### src/rtl/core/sha1d_pkg.sv
`timescale 1ns / 1ps
// ----------------------------------------------------------------------------
// sha1d_pkg
// shared constants and control types of the sha-1 digest core
// ----------------------------------------------------------------------------
package sha1d_pkg;

   localparam int unsigned WordWidth  = 32;
   localparam int unsigned ChainDepth = 5;
   localparam int unsigned SchedDepth = 16;
   localparam int unsigned CountWidth = 61;
   localparam int unsigned PosWidth   = 6;
   localparam int unsigned NumRounds  = 80;

   localparam logic [7:0] PAD_MARKER = 8'h80;

   localparam logic [31:0] K_ROUND0 = 32'h5A827999;
   localparam logic [31:0] K_ROUND1 = 32'h6ED9EBA1;
   localparam logic [31:0] K_ROUND2 = 32'h8F1BBCDC;
   localparam logic [31:0] K_ROUND3 = 32'hCA62C1D6;

   // byte source for the block packer
   localparam logic [1:0] BSEL_MSG  = 2'd0;
   localparam logic [1:0] BSEL_MARK = 2'd1;
   localparam logic [1:0] BSEL_ZERO = 2'd2;
   localparam logic [1:0] BSEL_LEN  = 2'd3;

   // round function group
   localparam logic [1:0] PH_CH     = 2'd0;
   localparam logic [1:0] PH_PAR1   = 2'd1;
   localparam logic [1:0] PH_MAJ    = 2'd2;
   localparam logic [1:0] PH_PAR2   = 2'd3;

   typedef struct packed {
      logic       push;        // pack one byte into the block
      logic [1:0] byte_sel;
      logic       count_inc;   // message byte counted
      logic       load_work;   // working vars from chain
      logic       round_en;
      logic [1:0] round_phase;
      logic       expand;      // schedule word from recurrence
      logic       add_chain;
      logic       emit_shift;
      logic       reinit;
   } dp_cmd_type;

   typedef struct packed {
      logic [PosWidth-1:0] pos;
   } dp_status_type;

   function automatic logic [31:0] init_word(input logic [2:0] idx);
      logic [31:0] w;
      case (idx)
         3'd0:    w = 32'h67452301;
         3'd1:    w = 32'hEFCDAB89;
         3'd2:    w = 32'h98BADCFE;
         3'd3:    w = 32'h10325476;
         3'd4:    w = 32'hC3D2E1F0;
         default: w = 32'h0;
      endcase
      return w;
   endfunction

   function automatic logic [31:0] rotl(input logic [31:0] x, input int unsigned n);
      return (x << n) | (x >> (32 - n));
   endfunction

endpackage

### src/rtl/core/sha1d_datapath.sv
`timescale 1ns / 1ps
// ----------------------------------------------------------------------------
// sha1d_datapath
// byte packer, rolling schedule, round unit, chaining value and byte counter
// ----------------------------------------------------------------------------
module sha1d_datapath (
   input  logic                     clock,
   input  logic                     reset,
   input  logic [7:0]               data_byte,
   input  sha1d_pkg::dp_cmd_type    cmd,
   output sha1d_pkg::dp_status_type status,
   output logic [31:0]              digest_word
);
   import sha1d_pkg::*;

   logic [PosWidth-1:0]   pos_ff, pos_in;
   logic [CountWidth-1:0] count_ff, count_in;
   logic [31:0]           acc_ff, acc_in;
   logic [31:0]           sched_ff [SchedDepth];
   logic [31:0]           sched_in [SchedDepth];
   logic [31:0]           a_ff, b_ff, c_ff, d_ff, e_ff;
   logic [31:0]           a_in, b_in, c_in, d_in, e_in;
   logic [31:0]           chain_ff [ChainDepth];
   logic [31:0]           chain_in [ChainDepth];

   logic [63:0] len_bits;
   logic [7:0]  len_byte;
   logic [7:0]  push_byte;
   logic [31:0] push_word;
   logic        word_done;
   logic [31:0] sched_m;
   logic [31:0] f_val, k_val, t_val;

   assign len_bits  = {count_ff, 3'b000};
   assign len_byte  = len_bits[{~pos_ff[2:0], 3'b000} +: 8];

   always_comb begin
      case (cmd.byte_sel)
         BSEL_MSG:  push_byte = data_byte;
         BSEL_MARK: push_byte = PAD_MARKER;
         BSEL_LEN:  push_byte = len_byte;
         default:   push_byte = 8'h00;
      endcase
   end

   assign push_word = {acc_ff[23:0], push_byte};
   assign word_done = cmd.push && (pos_ff[1:0] == 2'b11);

   assign sched_m = cmd.expand ?
      rotl(sched_ff[13] ^ sched_ff[8] ^ sched_ff[2] ^ sched_ff[0], 1) : sched_ff[0];

   always_comb begin
      case (cmd.round_phase)
         PH_CH: begin
            f_val = (b_ff & c_ff) | (~b_ff & d_ff);
            k_val = K_ROUND0;
         end
         PH_PAR1: begin
            f_val = b_ff ^ c_ff ^ d_ff;
            k_val = K_ROUND1;
         end
         PH_MAJ: begin
            f_val = (b_ff & c_ff) | (b_ff & d_ff) | (c_ff & d_ff);
            k_val = K_ROUND2;
         end
         default: begin
            f_val = b_ff ^ c_ff ^ d_ff;
            k_val = K_ROUND3;
         end
      endcase
   end

   assign t_val = rotl(a_ff, 5) + f_val + e_ff + k_val + sched_m;

   // packer and counter
   always_comb begin
      pos_in   = pos_ff;
      acc_in   = acc_ff;
      count_in = count_ff;
      if (cmd.push) begin
         pos_in = pos_ff + 1'b1;
         acc_in = push_word;
      end
      if (cmd.reinit) begin
         count_in = '0;
      end else if (cmd.count_inc) begin
         count_in = count_ff + 1'b1;
      end
   end

   // schedule shift line, oldest word at tap 0
   always_comb begin
      for (int i = 0; i < SchedDepth; i++) begin
         sched_in[i] = sched_ff[i];
      end
      if (word_done || cmd.round_en) begin
         for (int i = 0; i < SchedDepth - 1; i++) begin
            sched_in[i] = sched_ff[i+1];
         end
         sched_in[SchedDepth-1] = word_done ? push_word : sched_m;
      end
   end

   always_comb begin
      a_in = a_ff;
      b_in = b_ff;
      c_in = c_ff;
      d_in = d_ff;
      e_in = e_ff;
      if (cmd.load_work) begin
         a_in = chain_ff[0];
         b_in = chain_ff[1];
         c_in = chain_ff[2];
         d_in = chain_ff[3];
         e_in = chain_ff[4];
      end else if (cmd.round_en) begin
         a_in = t_val;
         b_in = a_ff;
         c_in = rotl(b_ff, 30);
         d_in = c_ff;
         e_in = d_ff;
      end
   end

   always_comb begin
      for (int i = 0; i < ChainDepth; i++) begin
         chain_in[i] = chain_ff[i];
      end
      if (cmd.reinit) begin
         for (int i = 0; i < ChainDepth; i++) begin
            chain_in[i] = init_word(3'(i));
         end
      end else if (cmd.add_chain) begin
         chain_in[0] = chain_ff[0] + a_ff;
         chain_in[1] = chain_ff[1] + b_ff;
         chain_in[2] = chain_ff[2] + c_ff;
         chain_in[3] = chain_ff[3] + d_ff;
         chain_in[4] = chain_ff[4] + e_ff;
      end else if (cmd.emit_shift) begin
         for (int i = 0; i < ChainDepth - 1; i++) begin
            chain_in[i] = chain_ff[i+1];
         end
         chain_in[ChainDepth-1] = chain_ff[0];
      end
   end

   always_ff @(posedge clock) begin
      if (reset) begin
         pos_ff   <= '0;
         count_ff <= '0;
         for (int i = 0; i < ChainDepth; i++) begin
            chain_ff[i] <= init_word(3'(i));
         end
      end else begin
         pos_ff   <= pos_in;
         count_ff <= count_in;
         for (int i = 0; i < ChainDepth; i++) begin
            chain_ff[i] <= chain_in[i];
         end
      end
   end

   always_ff @(posedge clock) begin
      acc_ff <= acc_in;
      a_ff   <= a_in;
      b_ff   <= b_in;
      c_ff   <= c_in;
      d_ff   <= d_in;
      e_ff   <= e_in;
      for (int i = 0; i < SchedDepth; i++) begin
         sched_ff[i] <= sched_in[i];
      end
   end

   assign status.pos  = pos_ff;
   assign digest_word = chain_ff[0];

endmodule

### src/rtl/core/sha1d_ctrl.sv
`timescale 1ns / 1ps
// ----------------------------------------------------------------------------
// sha1d_ctrl
// sequencer for byte intake, padding, compression rounds and digest output
// ----------------------------------------------------------------------------
module sha1d_ctrl (
   input  logic                     clock,
   input  logic                     reset,
   input  logic                     req_tvalid,
   output logic                     req_tready,
   input  logic                     req_tuser,
   input  logic                     req_tlast,
   output logic                     rsp_tvalid,
   input  logic                     rsp_tready,
   output logic                     rsp_tlast,
   output sha1d_pkg::dp_cmd_type    cmd,
   input  sha1d_pkg::dp_status_type status
);
   import sha1d_pkg::*;

   localparam logic [2:0] S_IDLE  = 3'd0;
   localparam logic [2:0] S_PAD   = 3'd1;
   localparam logic [2:0] S_ROUND = 3'd2;
   localparam logic [2:0] S_ADD   = 3'd3;
   localparam logic [2:0] S_EMIT  = 3'd4;

   localparam logic [6:0] LAST_ROUND = 7'(NumRounds - 1);
   localparam logic [2:0] LAST_WORD  = 3'(ChainDepth - 1);

   logic [2:0] state_ff, state_in;
   logic [6:0] round_ff, round_in;
   logic [2:0] emit_ff, emit_in;
   logic       pad_active_ff, pad_active_in;
   logic       marker_done_ff, marker_done_in;
   logic       extra_blk_ff, extra_blk_in;
   logic       final_ff, final_in;

   logic req_xfer, rsp_xfer, blk_full, len_zone;

   assign req_xfer = req_tvalid && req_tready;
   assign rsp_xfer = rsp_tvalid && rsp_tready;
   assign blk_full = (status.pos == '1);
   assign len_zone = (status.pos >= PosWidth'(56));

   assign req_tready = (state_ff == S_IDLE);
   assign rsp_tvalid = (state_ff == S_EMIT);
   assign rsp_tlast  = (emit_ff == LAST_WORD);

   always_comb begin
      state_in       = state_ff;
      round_in       = round_ff;
      emit_in        = emit_ff;
      pad_active_in  = pad_active_ff;
      marker_done_in = marker_done_ff;
      extra_blk_in   = extra_blk_ff;
      final_in       = final_ff;
      cmd            = '0;
      cmd.byte_sel   = BSEL_MSG;

      if (round_ff < 7'd20) begin
         cmd.round_phase = PH_CH;
      end else if (round_ff < 7'd40) begin
         cmd.round_phase = PH_PAR1;
      end else if (round_ff < 7'd60) begin
         cmd.round_phase = PH_MAJ;
      end else begin
         cmd.round_phase = PH_PAR2;
      end
      cmd.expand = (round_ff >= 7'(SchedDepth));

      case (state_ff)
         S_IDLE: begin
            if (req_xfer) begin
               if (req_tlast) begin
                  pad_active_in  = 1'b1;
                  marker_done_in = 1'b0;
                  extra_blk_in   = 1'b0;
                  final_in       = 1'b0;
                  state_in       = S_PAD;
               end
               if (req_tuser) begin
                  cmd.push      = 1'b1;
                  cmd.count_inc = 1'b1;
                  if (blk_full) begin
                     cmd.load_work = 1'b1;
                     state_in      = S_ROUND;
                  end
               end
            end
         end
         S_PAD: begin
            cmd.push = 1'b1;
            if (!marker_done_ff) begin
               cmd.byte_sel   = BSEL_MARK;
               marker_done_in = 1'b1;
               extra_blk_in   = len_zone;
            end else if (len_zone && !extra_blk_ff) begin
               cmd.byte_sel = BSEL_LEN;
            end else begin
               cmd.byte_sel = BSEL_ZERO;
            end
            if (blk_full) begin
               // a marker too late for the length pushes it into a spare block
               extra_blk_in  = 1'b0;
               final_in      = (cmd.byte_sel == BSEL_LEN);
               cmd.load_work = 1'b1;
               state_in      = S_ROUND;
            end
         end
         S_ROUND: begin
            cmd.round_en = 1'b1;
            if (round_ff == LAST_ROUND) begin
               round_in = '0;
               state_in = S_ADD;
            end else begin
               round_in = round_ff + 1'b1;
            end
         end
         S_ADD: begin
            cmd.add_chain = 1'b1;
            if (final_ff) begin
               state_in = S_EMIT;
            end else if (pad_active_ff) begin
               state_in = S_PAD;
            end else begin
               state_in = S_IDLE;
            end
         end
         S_EMIT: begin
            if (rsp_xfer) begin
               if (emit_ff == LAST_WORD) begin
                  cmd.reinit    = 1'b1;
                  emit_in       = '0;
                  pad_active_in = 1'b0;
                  final_in      = 1'b0;
                  state_in      = S_IDLE;
               end else begin
                  cmd.emit_shift = 1'b1;
                  emit_in        = emit_ff + 1'b1;
               end
            end
         end
         default: begin
            state_in = S_IDLE;
         end
      endcase
   end

   always_ff @(posedge clock) begin
      if (reset) begin
         state_ff       <= S_IDLE;
         round_ff       <= '0;
         emit_ff        <= '0;
         pad_active_ff  <= 1'b0;
         marker_done_ff <= 1'b0;
         extra_blk_ff   <= 1'b0;
         final_ff       <= 1'b0;
      end else begin
         state_ff       <= state_in;
         round_ff       <= round_in;
         emit_ff        <= emit_in;
         pad_active_ff  <= pad_active_in;
         marker_done_ff <= marker_done_in;
         extra_blk_ff   <= extra_blk_in;
         final_ff       <= final_in;
      end
   end

`ifndef NO_ASSERTIONS
   a_round_idle: assert property (@(posedge clock) disable iff (reset)
      (state_ff != S_ROUND) |-> (round_ff == '0))
      else $error("round counter busy outside compression");

   a_emit_idle: assert property (@(posedge clock) disable iff (reset)
      (state_ff != S_EMIT) |-> (emit_ff == '0))
      else $error("digest word counter busy outside output");

   a_full_compress: assert property (@(posedge clock) disable iff (reset)
      (cmd.push && blk_full) |=> (state_ff == S_ROUND))
      else $error("full block not compressed");

   a_final_emit: assert property (@(posedge clock) disable iff (reset)
      (state_ff == S_ADD && final_ff) |=> (state_ff == S_EMIT))
      else $error("final block did not lead to digest output");
`endif

endmodule

### src/rtl/core/sha1_message_digest_core.sv
`timescale 1ns / 1ps
// ----------------------------------------------------------------------------
// sha1_message_digest_core
// sha-1 digest over a byte stream, five digest words out per message
// ----------------------------------------------------------------------------
//  channel | dir | transfer content
//  req_    | in  | tdata = data_byte, tuser = byte_present, tlast = end_of_message
//  rsp_    | out | tdata = digest_word (h0 first), tlast = last_word
//
//  each message byte is packed as it is transferred; the 64th byte of a block
//  starts the round loop, followed by the chain update
//  end of message: padding bytes go through the packer one per cycle, with one
//  or two further compressions, then five digest transfers
//  reset: synchronous, active high; chain value and byte count start afresh
//  req_tready is low during rounds, padding and output; rsp stalls hold
// ----------------------------------------------------------------------------
module sha1_message_digest_core (
   input  logic        clock,
   input  logic        reset,
   input  logic        req_tvalid,
   output logic        req_tready,
   input  logic [7:0]  req_tdata,   // [7:0] data_byte
   input  logic        req_tuser,   // [0] byte_present
   input  logic        req_tlast,   // end_of_message
   output logic        rsp_tvalid,
   input  logic        rsp_tready,
   output logic [31:0] rsp_tdata,   // [31:0] digest_word
   output logic        rsp_tlast    // last_word
);
   import sha1d_pkg::*;

   // command and status between sequencer and datapath
   dp_cmd_type    cmd;
   dp_status_type status;

   // sequencer: intake, padding order, round count, output count
   sha1d_ctrl u_ctrl (
      .clock      (clock),
      .reset      (reset),
      .req_tvalid (req_tvalid),
      .req_tready (req_tready),
      .req_tuser  (req_tuser),
      .req_tlast  (req_tlast),
      .rsp_tvalid (rsp_tvalid),
      .rsp_tready (rsp_tready),
      .rsp_tlast  (rsp_tlast),
      .cmd        (cmd),
      .status     (status)
   );

   // datapath: packer, schedule shift line, round unit, chain registers
   sha1d_datapath u_datapath (
      .clock       (clock),
      .reset       (reset),
      .data_byte   (req_tdata),
      .cmd         (cmd),
      .status      (status),
      .digest_word (rsp_tdata)
   );

endmodule
### config.mk
export PLATFORM = sky130hd
export DESIGN_NAME = sha1_message_digest_core
export DESIGN_NICKNAME = d
export VERILOG_FILES = /design/src/rtl/core/sha1d_pkg.sv /design/src/rtl/core/sha1d_datapath.sv /design/src/rtl/core/sha1d_ctrl.sv /design/src/rtl/core/sha1_message_digest_core.sv
export SDC_FILE = /design/constraint.sdc
export NUM_CORES = 2
export LEC_CHECK = 0
export BUFFER_PORTS_ARGS = -buffer_cell sky130_fd_sc_hd__buf_2
export CORE_MARGIN = 2
export CORE_UTILIZATION = 35
export DETAILED_ROUTE_END_ITERATION = 7
export PLACE_DENSITY_LB_ADDON = 0.05
export SYNTH_ARGS = -nofsm -noshare
export SYNTH_HDL_FRONTEND = slang
export SYNTH_SLANG_ARGS = --single-unit
### constraint.sdc
create_clock -name clock -period 26.4 [get_ports clock]
set_input_delay 7.92 -clock clock [delete_from_list [all_inputs] [get_ports clock]]
set_output_delay 7.92 -clock clock [all_outputs]
set_load 0.03 [all_outputs]
==> flow_summary.toml <==
[logic_synthesis]
synthesis.instances = 4425
combinational_family_with_the_most_area_after_synthesis = "compound AO/OA/AOI/OAI gates"
number_of_different_library_cells_in_the_post_synthesis_netlist = 89
synth.net_count = 4767
postSynthAreaPerCell_um2 = 10.9
synth_ff_type = "edfxtp_1"
syn-cell-area_um2 = 48300
synth-warning-count = 0
synth_mux_area_share_pct = 2.37
yosysTopAreaCellShare_pct = 43.2
synth-edff-count = 696
synth_async_sr_flop_share_pct = 0
yosys.area_share.adder_pct = 10.4
yosys.area_share.xor_xnor_pct = 5.69
synth-simple-area-share_pct = 11.0
ys_ff_latch = 940
synth_compound_gate_area_share_pct = 13.0
yosys.area.top_type = "edfxtp_1"
synth_sequential_area_ratio_pct = 53.3
post_synth_main_area_contributors = "edfxtp_1 (43%), dfxtp_1 (10%), ha_1 (5.3%), fa_1 (5.2%), nand2_1 (4.8%)"

[critical_path]
critical-path-top-delay-family = "buffers and inverters"
worst-setup-path-type = "in2reg"
crit_path_top_delay_cell = "buf_4"
timing.critical_path.required_ns = 26.76
timing.critical_path.mode_cell = "buf_4"
critical_path.max_stage_delay_ns = 0.89
crit_chain = "buf_2 -> nor4b_4 -> and2_2 -> nor2_1 -> inv_1 -> buf_4 -> and2_2 -> nand2b_4 -> buf_4 -> buf_12 -> buf_4 -> buf_4"
timing.reg2reg.setup_slack_ns = 17.49
worstPathArrival_ns = 13.40
startpoint_type = "input port"
worst_r2r_endpoint = "u_datapath.a_ff[31]$_DFFE_PP_"
ff2ff_path_depth = 25
crit_fanout = 182
regToRegStartpoint = "u_ctrl.round_ff[5]$_SDFFE_PP0P_"
cp_num_buf_inv = 7
endpoint_type_of_the_worst_setup_path = "register"

[clock_network]
cts_tree = "built"
postCtsSetupRepairBufs = 0
cts_inserted_buffers = 110
h-tree-depth = 3
numClockSinks = 940
insertion_delay_ns = 0.75
cts-resized-gates = 0
clock_path_buffers = 3
number_of_hold_buffers_added_after_cts = 0
cts.root.buffer_cell = "clkbuf_16"
path_clk_slew_ns = 0.06

[layout]
postLayoutCoreUtil_pct = 39.3
final_nets = 4769
layout.cell_area.non_filler_um2 = 53900
layout_commonest_cell = "edfxtp_1"
areaGrowthSynthToFinish_pct = 11.6
final_cell_mix = "edfxtp_1 (696), nand2_1 (610), a21oi_1 (345), o21ai_0 (310), inv_1 (283)"
fraction_of_final_layout_cells_sized_beyond_drive_strength_1_pct = 7.14

[floorplanning]
dieWidth_um = 376
start_util_pct = 35.2
core-area_um2 = 137000
core.rowCount = 136
die_height_um = 376
top_level_ports = 49
die-area_um2 = 141000

[placed_design]
port-buffer-count = 48
placement.cell_area_um2 = 50300
place_congestion = 0.858
hpwlAfterDp_um = 108000

[global_routing]
grt_pass1_wl_um = 221000
grt.total_usage_pct = 21.2
grt_max_degree = 183
grt.overflow.total = 0
first_global_vias = 31900
antenna_found_initial = 3

[detailed_routing]
detailedRoute.firstIterationViolations = 2735
detail_route.drc_violations = 0
num_vias = 33200
detail_route.first_pass.iterations = 6
route.detailed.vias_per_inst = 5.26
ant_nets = 0
avgRoutedWirePerCell_um = 24.0
routed_wl_um = 152000

[sta]
worst_hold_slack_ns = 0.392
clock_skew_ns = 0.0750
worstMarginPinSlew_ns = 1.36
report.final.hold_viol_count = 0
report.final.slew_viol_count = 0
final_period_minus_worst_setup_slack_ns = 13.03
max_clock_freq_mhz = 76.7
min_period_over_period_pct = 49.4
setup_tns_ns = 0
relSlewSlack_pct = 8.40
rsz0062_at_grt = "false"
setup_viol = 0

[job]
cap_violations = 0

[power_and_ir_drop]
irDropWorstVdd_mv = 0.0507
cellPowerDensity_nw_per_um2 = 58.8
leakage_nw = 19.8
power_consumption_mw = 3.17

[worst_hold_path]
hold_path_endpoint = "u_datapath.sched_ff[1][70]$_DFFE_PP_"
timing.hold.worst_path_depth = 0
min_path_type = "reg2reg"
min_from = "u_datapath.sched_ff[1][102]$_DFFE_PP_"

[run_status]
run_status = "finished, final reports clean"
==> worst reg2reg max path: cells and delay by family, from the launching register on <==
kind	cells	cell delay [ns]
buf+inv	7	1.95
simple gates	1	0.07
flops	1	0.51
compound gates	11	3.19
fa+ha+maj	5	2.68
xor+xnor	1	0.20
==> power breakdown <==
| group | total (mW) | internal (mW) | switching, mW | leakage (nW) |
|---|---|---|---|---|
| registers | 1.59 | 1.58 | 0.00836 | 8.24 |
| clock network | 1.53 | 0.873 | 0.656 | 1.75 |
| logic | 0.0494 | 0.0141 | 0.0353 | 9.77 |
| total | 3.17 | 2.47 | 0.699 | 19.8 |
==> cells in the mapped netlist (12+ instances only) <==
library cell and n:
o221ai_1 21, buf_2 19, dfxtp_1 244, and3_1 26, o31ai_1 12, a32oi_1 16, nor2b_1 18, mux2i_1 73
nand3_1 84, o21a_1 23, mux4_2 13, inv_1 283, buf_4 32, nand2b_1 23, buf_1 23, nor2_1 284
or3_1 23, nand4_1 31, nand2_1 614, fa_1 125, xnor2_1 211, o22ai_1 55, xor2_1 103, a211oi_1 26
o211ai_1 21, ha_1 203, and2_1 14, o21bai_1 21, edfxtp_1 696, a221oi_1 17, a31oi_1 20, nor3_1 38
o21ai_0 311, clkbuf_1 127, a21oi_1 345, a21o_1 64
==> metal layers <==
layer	vias to the layer above	GRT usage, %	part of all wire (%)
met5	-	0	0
met2	762	31.7	43
met1	16500	32.4	50
met3	177	2.78	4.6
li1	15800	-	-
met4	0	4.86	2.1
==> through the flow <==
| stage | std cells | setup WS [ns] |
|---|---|---|
| floorplan | 4425 | 3.16 |
| global placement | 6109 | 12.55 |
| detailed placement | 6109 | 12.49 |
| CTS | 6317 | 13.33 |
| global route | 6317 | 12.89 |
| finish | 6318 | 13.37 |
==> cell type report <==
cell class | instances | area [um^2]
diodes | 1 | 2.50
clock buffers | 151 | 2990
clock inverters | 57 | 608
fillers | 13400 | 83400
inverters | 285 | 1070
multi-input cells | 2996 | 20600
flip-flops and latches | 940 | 25800
well taps | 1794 | 2240
repair buffers | 94 | 611
==> registers in the layout, summed over array words and instances, names as in the netlist, 32 cells and up <==
| signal | flops |
|---|---|
| u_datapath.sched_ff | 512 |
| u_datapath.d_ff | 32 |
| u_datapath.chain_ff | 160 |
| u_datapath.c_ff | 32 |
| u_datapath.count_ff | 61 |
| u_datapath.a_ff | 32 |
| u_datapath.b_ff | 32 |
| u_datapath.e_ff | 32 |
==> how the worst max path moves through the flow <==
stage               depth (start not counted)       start                               endpoint
floorplan                                   9  req_tvalid    u_datapath.sched_ff[0][0]$_DFFE_PP_
global placement                           12  req_tvalid   u_datapath.sched_ff[0][39]$_DFFE_PP_
CTS                                        12  req_tvalid  u_datapath.sched_ff[1][145]$_DFFE_PP_
finish                                     12  req_tvalid  u_datapath.sched_ff[1][207]$_DFFE_PP_
detailed placement                         12  req_tvalid  u_datapath.sched_ff[1][207]$_DFFE_PP_
global route                               12  req_tvalid  u_datapath.sched_ff[1][145]$_DFFE_PP_
==> cells by family after synthesis <==
group,count (synthesis)
compound gates,1045
simple gates,1212
buf+inv,489
mux,97
flops,940
xor+xnor,314
fa+ha+maj,328
Power figures use the tool's default switching activity.
